[src/design/hbkrd_pkg.sv]
// Types, constants and the usage-to-keycode table of the boot keyboard report differ.
// No dependencies; imported by the core, lane and merge modules and the testbench.
package hbkrd_pkg;

    typedef logic [7:0] t_key;
    typedef logic [6:0] t_code;

    localparam int INPUT_SLOTS       = 6;
    localparam int ROM_SIZE          = 57;
    localparam int ROM_IDX_W         = 6;
    localparam int MIN_REPORT_LENGTH = 8;
    localparam t_key LAST_NULL_CODE  = 8'd1;

    // Per-word control carried from the front end to the result serializer
    typedef struct packed {
        t_key mods;
        t_key prev_mods;
        logic rejected;
    } t_report_info;

    localparam t_code KEY_ROM [ROM_SIZE] = '{
        7'h00, 7'h00, 7'h00, 7'h00, 7'h00, 7'h0B, 7'h08, 7'h02,
        7'h0E, 7'h03, 7'h05, 7'h04, 7'h22, 7'h26, 7'h28, 7'h25,
        7'h2E, 7'h2D, 7'h1F, 7'h23, 7'h0C, 7'h0F, 7'h01, 7'h11,
        7'h20, 7'h09, 7'h0D, 7'h07, 7'h10, 7'h06, 7'h12, 7'h13,
        7'h14, 7'h15, 7'h17, 7'h16, 7'h1A, 7'h1C, 7'h19, 7'h1D,
        7'h24, 7'h35, 7'h33, 7'h30, 7'h31, 7'h1B, 7'h18, 7'h21,
        7'h1E, 7'h2A, 7'h29, 7'h27, 7'h32, 7'h2B, 7'h2F, 7'h2C,
        7'h39
    };

    function automatic t_code map_key(input t_key code);
        t_code res;
        res = '0;
        if (code < t_key'(ROM_SIZE)) begin
            res = KEY_ROM[code[ROM_IDX_W-1:0]];
        end
        return res;
    endfunction

endpackage

[src/design/hid_boot_keyboard_report_differ_core.sv]
// Boot keyboard report differ: turns each accepted report word into key-down and
// key-up result words by comparing it with the stored previous report. KEY_SLOTS
// compare lanes check all slots at once, and the merge stage registers the word,
// then sends one registered result word per cycle while i_stall is low, so a report
// yielding N results (1 to 2*KEY_SLOTS) holds the input until its last result is
// sent, and an unstalled one-result report flows at one word per cycle. The result
// serializer sets the rate. Writing 1 to the enable clears the stored report.
module hid_boot_keyboard_report_differ_core #(
    parameter int KEY_SLOTS = 6
) (
    input  logic       i_clk,
    input  logic       i_rst_n,
    input  logic       i_cfg_we,
    input  logic       i_cfg_wdata,
    input  logic       i_valid,
    output logic       o_stall,
    input  logic [7:0] i_modifier_bits,
    input  logic [7:0] i_key_slot_0,
    input  logic [7:0] i_key_slot_1,
    input  logic [7:0] i_key_slot_2,
    input  logic [7:0] i_key_slot_3,
    input  logic [7:0] i_key_slot_4,
    input  logic [7:0] i_key_slot_5,
    input  logic [7:0] i_report_length,
    output logic       o_valid,
    input  logic       i_stall,
    output logic [6:0] o_mapped_keycode,
    output logic [7:0] o_event_modifiers,
    output logic       o_key_pressed,
    output logic       o_has_event,
    output logic       o_rejected,
    output logic       o_last_of_report
);
    import hbkrd_pkg::*;

    logic                 r_enabled;
    t_key                 r_prev_keys [KEY_SLOTS];
    t_key                 r_prev_mods;

    t_key                 in_slots [INPUT_SLOTS];
    t_key                 cur_keys [KEY_SLOTS];
    logic [KEY_SLOTS-1:0] press_raw;
    logic [KEY_SLOTS-1:0] release_raw;
    t_code                press_codes   [KEY_SLOTS];
    t_code                release_codes [KEY_SLOTS];
    t_report_info         info;
    logic                 reject;
    logic                 merge_ready;
    logic                 accept;

    assign in_slots[0] = i_key_slot_0;
    assign in_slots[1] = i_key_slot_1;
    assign in_slots[2] = i_key_slot_2;
    assign in_slots[3] = i_key_slot_3;
    assign in_slots[4] = i_key_slot_4;
    assign in_slots[5] = i_key_slot_5;

    for (genvar g = 0; g < KEY_SLOTS; g++) begin : g_lane
        if (g < INPUT_SLOTS) begin : g_in
            assign cur_keys[g] = in_slots[g];
        end else begin : g_pad
            assign cur_keys[g] = '0;
        end

        hbkrd_lane #(
            .KEY_SLOTS (KEY_SLOTS)
        ) u_lane (
            .i_cur_code     (cur_keys[g]),
            .i_prev_code    (r_prev_keys[g]),
            .i_cur_all      (cur_keys),
            .i_prev_all     (r_prev_keys),
            .o_press        (press_raw[g]),
            .o_release      (release_raw[g]),
            .o_press_code   (press_codes[g]),
            .o_release_code (release_codes[g])
        );
    end

    assign reject  = (i_report_length < t_key'(MIN_REPORT_LENGTH)) || !r_enabled;
    assign accept  = i_valid && merge_ready;
    assign o_stall = !merge_ready;

    assign info.mods      = i_modifier_bits;
    assign info.prev_mods = r_prev_mods;
    assign info.rejected  = reject;

    always_ff @(posedge i_clk) begin
        if (!i_rst_n) begin
            r_enabled <= 1'b0;
        end else if (i_cfg_we) begin
            r_enabled <= i_cfg_wdata;
        end
    end

    // Advance the stored report on every accepted word that is not rejected, clear it on enable
    always_ff @(posedge i_clk) begin
        if (!i_rst_n || (i_cfg_we && i_cfg_wdata)) begin
            r_prev_mods <= '0;
            for (int j = 0; j < KEY_SLOTS; j++) r_prev_keys[j] <= '0;
        end else if (accept && !reject) begin
            r_prev_mods <= i_modifier_bits;
            for (int j = 0; j < KEY_SLOTS; j++) r_prev_keys[j] <= cur_keys[j];
        end
    end

    hbkrd_merge #(
        .KEY_SLOTS (KEY_SLOTS)
    ) u_merge (
        .i_clk             (i_clk),
        .i_rst_n           (i_rst_n),
        .i_load            (accept),
        .i_info            (info),
        .i_press_mask      (reject ? '0 : press_raw),
        .i_release_mask    (reject ? '0 : release_raw),
        .i_press_codes     (press_codes),
        .i_release_codes   (release_codes),
        .o_ready           (merge_ready),
        .i_stall           (i_stall),
        .o_valid           (o_valid),
        .o_mapped_keycode  (o_mapped_keycode),
        .o_event_modifiers (o_event_modifiers),
        .o_key_pressed     (o_key_pressed),
        .o_has_event       (o_has_event),
        .o_rejected        (o_rejected),
        .o_last_of_report  (o_last_of_report)
    );

endmodule

[src/design/hbkrd_lane.sv]
// One compare lane: checks one current slot against all previous slots and
// one previous slot against all current slots. Depends on hbkrd_pkg.
module hbkrd_lane #(
    parameter int KEY_SLOTS = 6
) (
    input  hbkrd_pkg::t_key  i_cur_code,
    input  hbkrd_pkg::t_key  i_prev_code,
    input  hbkrd_pkg::t_key  i_cur_all  [KEY_SLOTS],
    input  hbkrd_pkg::t_key  i_prev_all [KEY_SLOTS],
    output logic             o_press,
    output logic             o_release,
    output hbkrd_pkg::t_code o_press_code,
    output hbkrd_pkg::t_code o_release_code
);
    import hbkrd_pkg::*;

    logic cur_seen_before;
    logic prev_still_held;

    always_comb begin
        cur_seen_before = 1'b0;
        prev_still_held = 1'b0;
        for (int j = 0; j < KEY_SLOTS; j++) begin
            if (i_prev_all[j] == i_cur_code) cur_seen_before = 1'b1;
            if (i_cur_all[j] == i_prev_code) prev_still_held = 1'b1;
        end
    end

    // Codes 0 and 1 are stored but never raise events
    assign o_press        = (i_cur_code > LAST_NULL_CODE) && !cur_seen_before;
    assign o_release      = (i_prev_code > LAST_NULL_CODE) && !prev_still_held;
    assign o_press_code   = map_key(i_cur_code);
    assign o_release_code = map_key(i_prev_code);

endmodule

[src/design/hbkrd_merge.sv]
// Merge stage: holds the lane results of one word and serializes them into
// result words, presses first, then releases. Depends on hbkrd_pkg.
module hbkrd_merge #(
    parameter int KEY_SLOTS = 6
) (
    input  logic                     i_clk,
    input  logic                     i_rst_n,
    input  logic                     i_load,
    input  hbkrd_pkg::t_report_info  i_info,
    input  logic [KEY_SLOTS-1:0]     i_press_mask,
    input  logic [KEY_SLOTS-1:0]     i_release_mask,
    input  hbkrd_pkg::t_code         i_press_codes   [KEY_SLOTS],
    input  hbkrd_pkg::t_code         i_release_codes [KEY_SLOTS],
    output logic                     o_ready,
    input  logic                     i_stall,
    output logic                     o_valid,
    output logic [6:0]               o_mapped_keycode,
    output logic [7:0]               o_event_modifiers,
    output logic                     o_key_pressed,
    output logic                     o_has_event,
    output logic                     o_rejected,
    output logic                     o_last_of_report
);
    import hbkrd_pkg::*;

    localparam int EVENTS = 2 * KEY_SLOTS;
    localparam int IDX_W  = $clog2(EVENTS);

    logic                r_job_valid;
    logic [EVENTS-1:0]   r_mask;
    t_code               r_codes [EVENTS];
    t_report_info        r_info;

    logic                r_out_valid;
    t_code               r_code;
    t_key                r_mods;
    logic                r_pressed;
    logic                r_event;
    logic                r_rejected;
    logic                r_last;

    logic                emit;
    logic [EVENTS-1:0]   n_mask;
    logic                last;
    logic [IDX_W-1:0]    sel_idx;
    logic                sel_release;
    logic                any_event;

    always_comb begin
        sel_idx = '0;
        for (int j = EVENTS - 1; j >= 0; j--) begin
            if (r_mask[j]) sel_idx = IDX_W'(j);
        end
    end

    assign any_event   = |r_mask;
    assign sel_release = sel_idx >= IDX_W'(KEY_SLOTS);
    // Drop the lowest pending event
    assign n_mask      = r_mask & (r_mask - EVENTS'(1));
    assign last        = !any_event || (n_mask == '0);
    assign emit        = r_job_valid && (!r_out_valid || !i_stall);
    assign o_ready     = !r_job_valid || (emit && last);

    always_ff @(posedge i_clk) begin
        if (!i_rst_n) begin
            r_job_valid <= 1'b0;
        end else if (i_load) begin
            r_job_valid <= 1'b1;
        end else if (emit && last) begin
            r_job_valid <= 1'b0;
        end
    end

    always_ff @(posedge i_clk) begin
        if (i_load) begin
            r_mask <= {i_release_mask, i_press_mask};
            r_info <= i_info;
            for (int j = 0; j < KEY_SLOTS; j++) begin
                r_codes[j]             <= i_press_codes[j];
                r_codes[j + KEY_SLOTS] <= i_release_codes[j];
            end
        end else if (emit) begin
            r_mask <= n_mask;
        end
    end

    always_ff @(posedge i_clk) begin
        if (!i_rst_n) begin
            r_out_valid <= 1'b0;
        end else if (emit) begin
            r_out_valid <= 1'b1;
        end else if (!i_stall) begin
            r_out_valid <= 1'b0;
        end
    end

    always_ff @(posedge i_clk) begin
        if (emit) begin
            r_last     <= last;
            r_rejected <= r_info.rejected;
            if (any_event) begin
                r_code    <= r_codes[sel_idx];
                r_mods    <= sel_release ? r_info.prev_mods : r_info.mods;
                r_pressed <= !sel_release;
                r_event   <= 1'b1;
            end else begin
                r_code    <= '0;
                r_mods    <= '0;
                r_pressed <= 1'b0;
                r_event   <= 1'b0;
            end
        end
    end

    assign o_valid           = r_out_valid;
    assign o_mapped_keycode  = r_code;
    assign o_event_modifiers = r_mods;
    assign o_key_pressed     = r_pressed;
    assign o_has_event       = r_event;
    assign o_rejected        = r_rejected;
    assign o_last_of_report  = r_last;

endmodule

[config.mk]
export PLATFORM = sky130hd
export DESIGN_NAME = hid_boot_keyboard_report_differ_core
export DESIGN_NICKNAME = d
export VERILOG_FILES = /design/src/design/hbkrd_pkg.sv /design/src/design/hid_boot_keyboard_report_differ_core.sv /design/src/design/hbkrd_lane.sv /design/src/design/hbkrd_merge.sv
export SDC_FILE = /design/constraint.sdc
export NUM_CORES = 1
export LEC_CHECK = 0
export ABC_AREA = 1
export BUFFER_PORTS_ARGS = -buffer_cell sky130_fd_sc_hd__buf_2
export CAP_MARGIN = 20
export CORE_MARGIN = 1.5
export CORE_UTILIZATION = 37
export CTS_CLUSTER_SIZE = 25
export DETAILED_ROUTE_END_ITERATION = 7
export HOLD_SLACK_MARGIN = 0.02
export PLACE_DENSITY = 0.5
export SLEW_MARGIN = 20
export SYNTH_ARGS = -nofsm -noshare
export SYNTH_HDL_FRONTEND = slang
export SYNTH_HIERARCHICAL = 1
export SYNTH_SLANG_ARGS = --single-unit
[constraint.sdc]
create_clock -name i_clk -period 8.6 [get_ports i_clk]
set_input_delay 0.86 -clock i_clk [delete_from_list [all_inputs] [get_ports i_clk]]
set_output_delay 0.86 -clock i_clk [all_outputs]
set_load 0.02 [all_outputs]
# --- Yosys cells after proc, flatten, opt, wreduce, memory -nomap -nowiden ---
# Memories as Yosys holds them, arrays and structs flattened. A register that Yosys moved wholly into a read port is not among the register bits.
# Cells that the tools add are included.
totals:
  out_inout_bits: 21
  mem_bits_rw: 84
  mem_bits_ro: 5376
  in_bits: 70
  word_cells: 337
  mem_count: 13
  ff_bits: 100
classes:
  n_eq_ne: 73
  n_reduce_logical: 48
  addsub: 1
  n_bitwise: 13
  n_lt_le_gt_ge: 38
  n_mux: 132
memory_table:
  columns: ["memory", "depth", "width", "rd", "rd_ports_with_merged_regs", "write_ports", "line", "text"]
  rows:
  - ["(name not given)", 64, 7, 1, 0, 0, "hbkrd_pkg.sv:36", "res = KEY_ROM[code[ROM_IDX_W-1:0]];"]
  - ["(name not given)", 64, 7, 1, 0, 0, "hbkrd_pkg.sv:36", null]
  - ["(name not given)", 64, 7, 1, 0, 0, "hbkrd_pkg.sv:36", null]
  - ["(name not given)", 64, 7, 1, 0, 0, "hbkrd_pkg.sv:36", null]
  - ["(name not given)", 64, 7, 1, 0, 0, "hbkrd_pkg.sv:36", null]
  - ["(name not given)", 64, 7, 1, 0, 0, "hbkrd_pkg.sv:36", null]
  - ["+7 memories", null, null, null, null, null, null, null]
op_table:
  columns: ["op", "n"]
  rows:
  - ["$eq A8 B8 Y1", 72]
  - ["$mux W7", 36]
  - ["$gt A8 B1 Y1 const B", 12]
  - ["$lt A8 B6 Y1 const B", 12]
  - ["$ge A7 B7 Y1 const B", 12]
  - ["$not A6 Y7", 12]
  - ["$mux W1", 79]
  - ["$mux W4", 12]
  - ["$mux W12", 2]
  - ["$logic_not A1 Y1", 22]
  - ["$logic_and A1 B1 Y1", 17]
  - ["$and A12 B12 Y12", 1]
  - ["$logic_not A12 Y1", 1]
  - ["$mux W6", 2]
  - ["$reduce_or A12 Y1", 1]
  - ["$sub A12 B1 Y12 const B", 1]
  - ["$lt A8 B4 Y1 const B", 1]
  - ["$mux W8", 1]
  - ["$logic_or A1 B1 Y1", 5]
  - ["$ge A4 B3 Y1 const B", 1]
  - ["$reduce_bool A2 Y1", 2]
  - ["$ne A2 B1 Y1 const B", 1]

# --- Logic depth before layout (Yosys ltp) ---
depth:
  word_depth: 14
  ltp_mapped: 22
  depth_no_buf: 20

# --- Modules after synthesis ---
# Netlist, hierarchy kept.
modules_own_cells:
  columns: ["module", "area_each_um2", "instances", "cells_each", "seq_area_each_um2"]
  rows:
  - ["hbkrd_lane at g_lane[0].u_lane ...", 2887.8, 4, 586, 0.0]
  - ["hbkrd_lane at g_lane[4].u_lane ...", 2886.5, 2, 586, 0.0]
  - ["hbkrd_merge", 5691.7, 1, 501, 4003.8]
  - ["hid_boot_keyboard_report_differ_core", 3126.7, 1, 520, 1141.1]

# --- Worst setup path before layout ---
# No wires, ideal clock.
synth_timing:
  kind: "reg2reg"
  start: "register u_merge.r_mask[4]"
  end: "register u_merge.r_mask[0] (enable)"
  setup_ns: 0.359
  path_stages_with_launch: 19
  setup_slack_ns: 2.382
  synth_period_minus_slack_ns: 6.218
  required_time_ns: 8.241
  path_buffers: 1
  arrival_time_ns: 5.859
  path_cell_list: "edfxtp_1 nor2_2 nand2_1 nor2_4 inv_2 nor2_4 inv_4 nand2_4 nor2_2 nand2_2 nand4_2 nor2_2 nand3_2 nand2_2 nand2_1 inv_2 clkbuf_1 inv_1 nand2_1"
synth_via:
  elab_chain_cells: 8
  elab_cells_between_ends: 10
  classes_between: "add/sub: 1; bitwise: 1; reduce/logical: 8"
synth_rtl:
  columns: ["item", "line", "text"]
  rows:
  - ["from (decl)", "hbkrd_merge.sv:30", "logic [EVENTS-1:0] r_mask;"]
  - ["from (signal assigned)", "hbkrd_merge.sv:76", "r_mask <= {i_release_mask, i_press_mask};"]
  - ["from (signal assigned)", "hbkrd_merge.sv:83", "r_mask <= n_mask;"]
  - ["$sub A12 B1 Y12", "hbkrd_merge.sv:59", "assign n_mask = r_mask & (r_mask - EVENTS'(1));"]
  - ["$and A12 B12 Y12", "hbkrd_merge.sv:59", null]
  - ["$logic_not A12 Y1", "hbkrd_merge.sv:60", "assign last = !any_event || (n_mask == '0);"]
  - ["$logic_or A1 B1 Y1 *", "hbkrd_merge.sv:60", null]
  - ["$logic_and A1 B1 Y1 *", "hbkrd_merge.sv:62", "assign o_ready = !r_job_valid || (emit && last);"]
  - ["$logic_or A1 B1 Y1 *", "hbkrd_merge.sv:62", null]
  - ["named net merge_ready", "hid_boot_keyboard_report_differ_core.sv:48", "logic merge_ready;"]
  - ["$logic_and A1 B1 Y1 *", "hid_boot_keyboard_report_differ_core.sv:80", "assign accept = i_valid && merge_ready;"]
  - ["named net accept", "hid_boot_keyboard_report_differ_core.sv:49", "logic accept;"]
  - ["$reduce_bool A2 Y1 (no source line) *", null, null]
# The timed path passes the listed nets; every way through them passes the cells marked *.
# A chain may end at the register's enable or synchronous reset.

# --- Worst setup path in the final report ---
layout_timing:
  start: "register u_merge.r_mask[3]"
  end: "register u_merge.r_mask[3] (data pin)"
layout_via:
  elab_chain_cells: 8
  elab_cells_between_ends: 11
  classes_between: "add/sub: 1; mux: 2; bitwise: 1; reduce/logical: 7"
layout_rtl:
  columns: ["item", "line", "text"]
  rows:
  - ["$sub A12 B1 Y12", "hbkrd_merge.sv:59", null]
  - ["$and A12 B12 Y12", "hbkrd_merge.sv:59", null]
  - ["$logic_not A12 Y1", "hbkrd_merge.sv:60", null]
  - ["$logic_or A1 B1 Y1 *", "hbkrd_merge.sv:60", null]
  - ["$logic_and A1 B1 Y1 *", "hbkrd_merge.sv:62", null]
  - ["$logic_or A1 B1 Y1 *", "hbkrd_merge.sv:62", null]
  - ["named net merge_ready", "hid_boot_keyboard_report_differ_core.sv:48", null]
  - ["$logic_and A1 B1 Y1 *", "hid_boot_keyboard_report_differ_core.sv:80", null]
  - ["$mux W12 *", "hbkrd_merge.sv:75", "if (i_load) begin"]
# The timed path passes the listed nets; every way through them passes the cells marked *. The select of a mux whose other input is x is not followed.

==> reports/qor.csv <==
metric;value;unit
status;complete, no violations;
Ys Warns;6;
number of global-route vias before repair;24400;
core area;70000;µm²
Worst-path clk slew;0.08;ns
Crit path largest cell delay;0.78;ns
main flop type after synthesis;edfxtp_1;
Post-synth EDFFs;132;
antenna violations before repair;2;
CP Cell Sequence;nor2_1, nand2_2, nor2_2, nand2_1, nand2_4, nor2_2, nand2_2, nand4_2, nor2_2, nand3_2, nand2_2, nand2_1, inv_6, buf_4, o21ai_0;
clock latency on the worst-skew pair;0.51;ns
DRT antenna net count;0;
dpl hpwl;65.0;mm
Critical Path End Type;flip-flop;
VDD IR max;147;µV
RSZ-0062 raised after global routing;false;
synthesized flop and latch total;191;
initial core utilization;0.373;
post-cts sizing count;0;
gp weighted congestion;0.940;
Final nets;4653;
n_diodes;0;
GR Overflow Total;0;
setup TNS;0;ns
most frequent cells in the layout;nand2_1 (1,719), inv_1 (645), nor2_1 (556);
Setup CP Type;flip-flop to flip-flop;
Via Count;26700;
Filler cells;7844;
final WL;96.4;mm
I/O Pins;91;
row cnt;97;
GRT Overall Usage;0.268;
CP required;8.82;ns
Placed Instances;5408;
Int Pwr;1.82;mW
combinational fraction of design power;0.358;
clock power share;0.279;
fmax;0.253;GHz
Die Y;269;µm
TritonCTS Sinks;191;
H-Tree Depth;4;
Final min period;3.95;ns
first-pass GRT wire length;147;mm
DRT iter0 DRCs;2111;
Synth Instances;4537;
Critical-path top delay cell;buf_4;
DRT Pass-1 Iters;6;
DRC;0;
Overall Power;3.01;mW
number of port buffers;87;
largest net degree at the start of global routing;77;
CTS tree;yes;
HP Class;flip-flop to flip-flop;
DIE WIDTH;269;µm
CP Max Fanout;76;
Tcrit/Tclk final;0.459;
clock root buffer;clkbuf_16;
final setup violating endpoints;0;
async set-or-reset flop fraction in the synthesized netlist;0;
final worst slack;4.65;ns
synthesized area per cell;5.76;µm²
number of setup buffers added after CTS;0;
Syn Std Cell Area;26100;µm²
Switching Share;0.397;
sequential area share after synthesis;0.197;
die area;72300;µm²
worst clock skew;0.0168;ns
Final Hold Viols;0;
Cell variety after synth;43;
Worst Tran Pin Value;1.09;ns
Wirelength per Cell;17.7;µm
Max Cap Viol;0;
Flop pwr share;0.363;
P_sw;1.20;mW
Leakage;13.0;nW
Critical Path AT;4.17;ns
pwr dens;111;nW/µm²
Area Overhead vs Synth;4.32;%
Placement Setup Slack;4.58;ns
CP startpoint kind;flip-flop;
total CTS buffers;17;
Via density;4.91;
Slew headroom;0.270;
share of cells above drive strength 1;0.0660;
Clock Path Buffers;2;
most common cell after layout, fill and taps aside;nand2_1;
CTS Hold Bufs;0;
Non-Filler Instances;5440;
Final Max Slew Viols;0;
## per-stage QoR
| step | hold slack, ns | area (µm²) | utilization |
|---|---|---|---|
| CTS | 0.427 | 27300 | 0.389 |
| global route | 0.439 | 27300 | 0.389 |
| detailed placement | 0.408 | 26700 | 0.381 |
| global placement | 0.409 | 26700 | 0.381 |
| floorplan | 0.400 | 26200 | - |
| finish | 0.426 | 27300 | 0.389 |
## path summary, 6_finish.rpt
| check | from | endpoint | slack, ns | cells past startpoint |
|---|---|---|---|---|
| min reg2reg | u_merge/r_info[0] | u_merge/o_rejected | 0.43 | 0 |
| max | u_merge/r_mask[3] | u_merge/r_mask[3] | 4.65 | 15 |
| min | u_merge/r_info[0] | u_merge/o_rejected | 0.43 | 0 |
| max reg2reg | u_merge/r_mask[3] | u_merge/r_mask[3] | 4.65 | 15 |
## critical path, delay by kind of cell, from the launching register on
| kind | cells | cell delay [ns] |
|---|---|---|
| compound gates | 1 | 0.20 |
| simple gates | 12 | 1.92 |
| buf+inv | 2 | 1.10 |
| flops | 1 | 0.40 |
## registers in the layout, summed over array words and instances, names as in the netlist
register                   count
u_merge/o_mapped_keycode       7
u_merge/r_job_valid            1
u_merge/o_last_of_report       1
u_merge/r_codes               84
r_prev_mods                    8
u_merge/r_info                17
r_prev_keys                   48
r_enabled                      1
u_merge/o_rejected             1
u_merge/o_valid                1
u_merge/o_has_event            1
u_merge/r_mask                12
u_merge/o_event_modifiers      8
u_merge/o_key_pressed          1
## cells in the mapped netlist, types with 7 or more instances
cell type | instances | area share
o21a_1 | 24 | 0.0069
ha_1 | 96 | 0.046
nor3_1 | 7 | 0.0013
a31oi_1 | 18 | 0.0043
nor2_2 | 16 | 0.0038
buf_2 | 91 | 0.017
inv_2 | 48 | 0.0069
a21oi_1 | 111 | 0.021
nor2_1 | 556 | 0.080
xnor2_1 | 288 | 0.096
nand2_2 | 20 | 0.0048
nand3_1 | 234 | 0.045
dfxtp_1 | 59 | 0.045
o2111ai_1 | 18 | 0.0060
nand2_1 | 1719 | 0.25
nor3_2 | 7 | 0.0027
o211ai_1 | 42 | 0.012
a211oi_1 | 12 | 0.0034
nand4_1 | 68 | 0.016
inv_1 | 646 | 0.093
o21ai_0 | 96 | 0.018
clkbuf_1 | 14 | 0.0020
nand3_2 | 8 | 0.0031
nand3b_1 | 7 | 0.0020
buf_4 | 61 | 0.018
buf_6 | 56 | 0.024
o21ai_1 | 32 | 0.0061
edfxtp_1 | 132 | 0.15
xor2_1 | 12 | 0.0040
## cells by family (layout without fill, tap and decap cells)
logic type      Yosys count  after routing  share of synthesized area
xor+xnor                300            300                      0.101
flops                   191            191                      0.197
simple gates           2652           2652                      0.410
buf+inv                 919            876                      0.161
compound gates          373            373                     0.0849
fa+ha+maj                96             96                     0.0459
other cells               6             12                   0.000861
## final cells by class
class | count | area (µm²) | area share
well taps | 940 | 1180 | 0.0431
multi-input cells | 3433 | 16800 | 0.617
repair buffers | 149 | 901 | 0.0330
flip-flops and latches | 191 | 5150 | 0.189
inverters | 695 | 2620 | 0.0959
clock buffers | 19 | 453 | 0.0166
clock inverters | 13 | 153 | 0.00560
## per-layer routing
layer	vias to the layer above	share of wire	track usage
li1	13700	-	-
met4	4	0.034	0.108
met5	-	0.00026	0
met3	137	0.059	0.0316
met2	875	0.45	0.442
met1	12000	0.45	0.354
## power by group through the flow
stage          clock network [mW]  logic [mW]  registers [mW]
2_1_floorplan                   0       0.746            1.13
3_3_place_gp                    0        1.07            1.11
3_5_place_dp                    0        1.07            1.11
4_1_cts                     0.872        1.07            1.09
5_1_grt                     0.895        1.21            1.10
6_report                    0.842        1.08            1.09
Power figures use the tool's default switching activity.
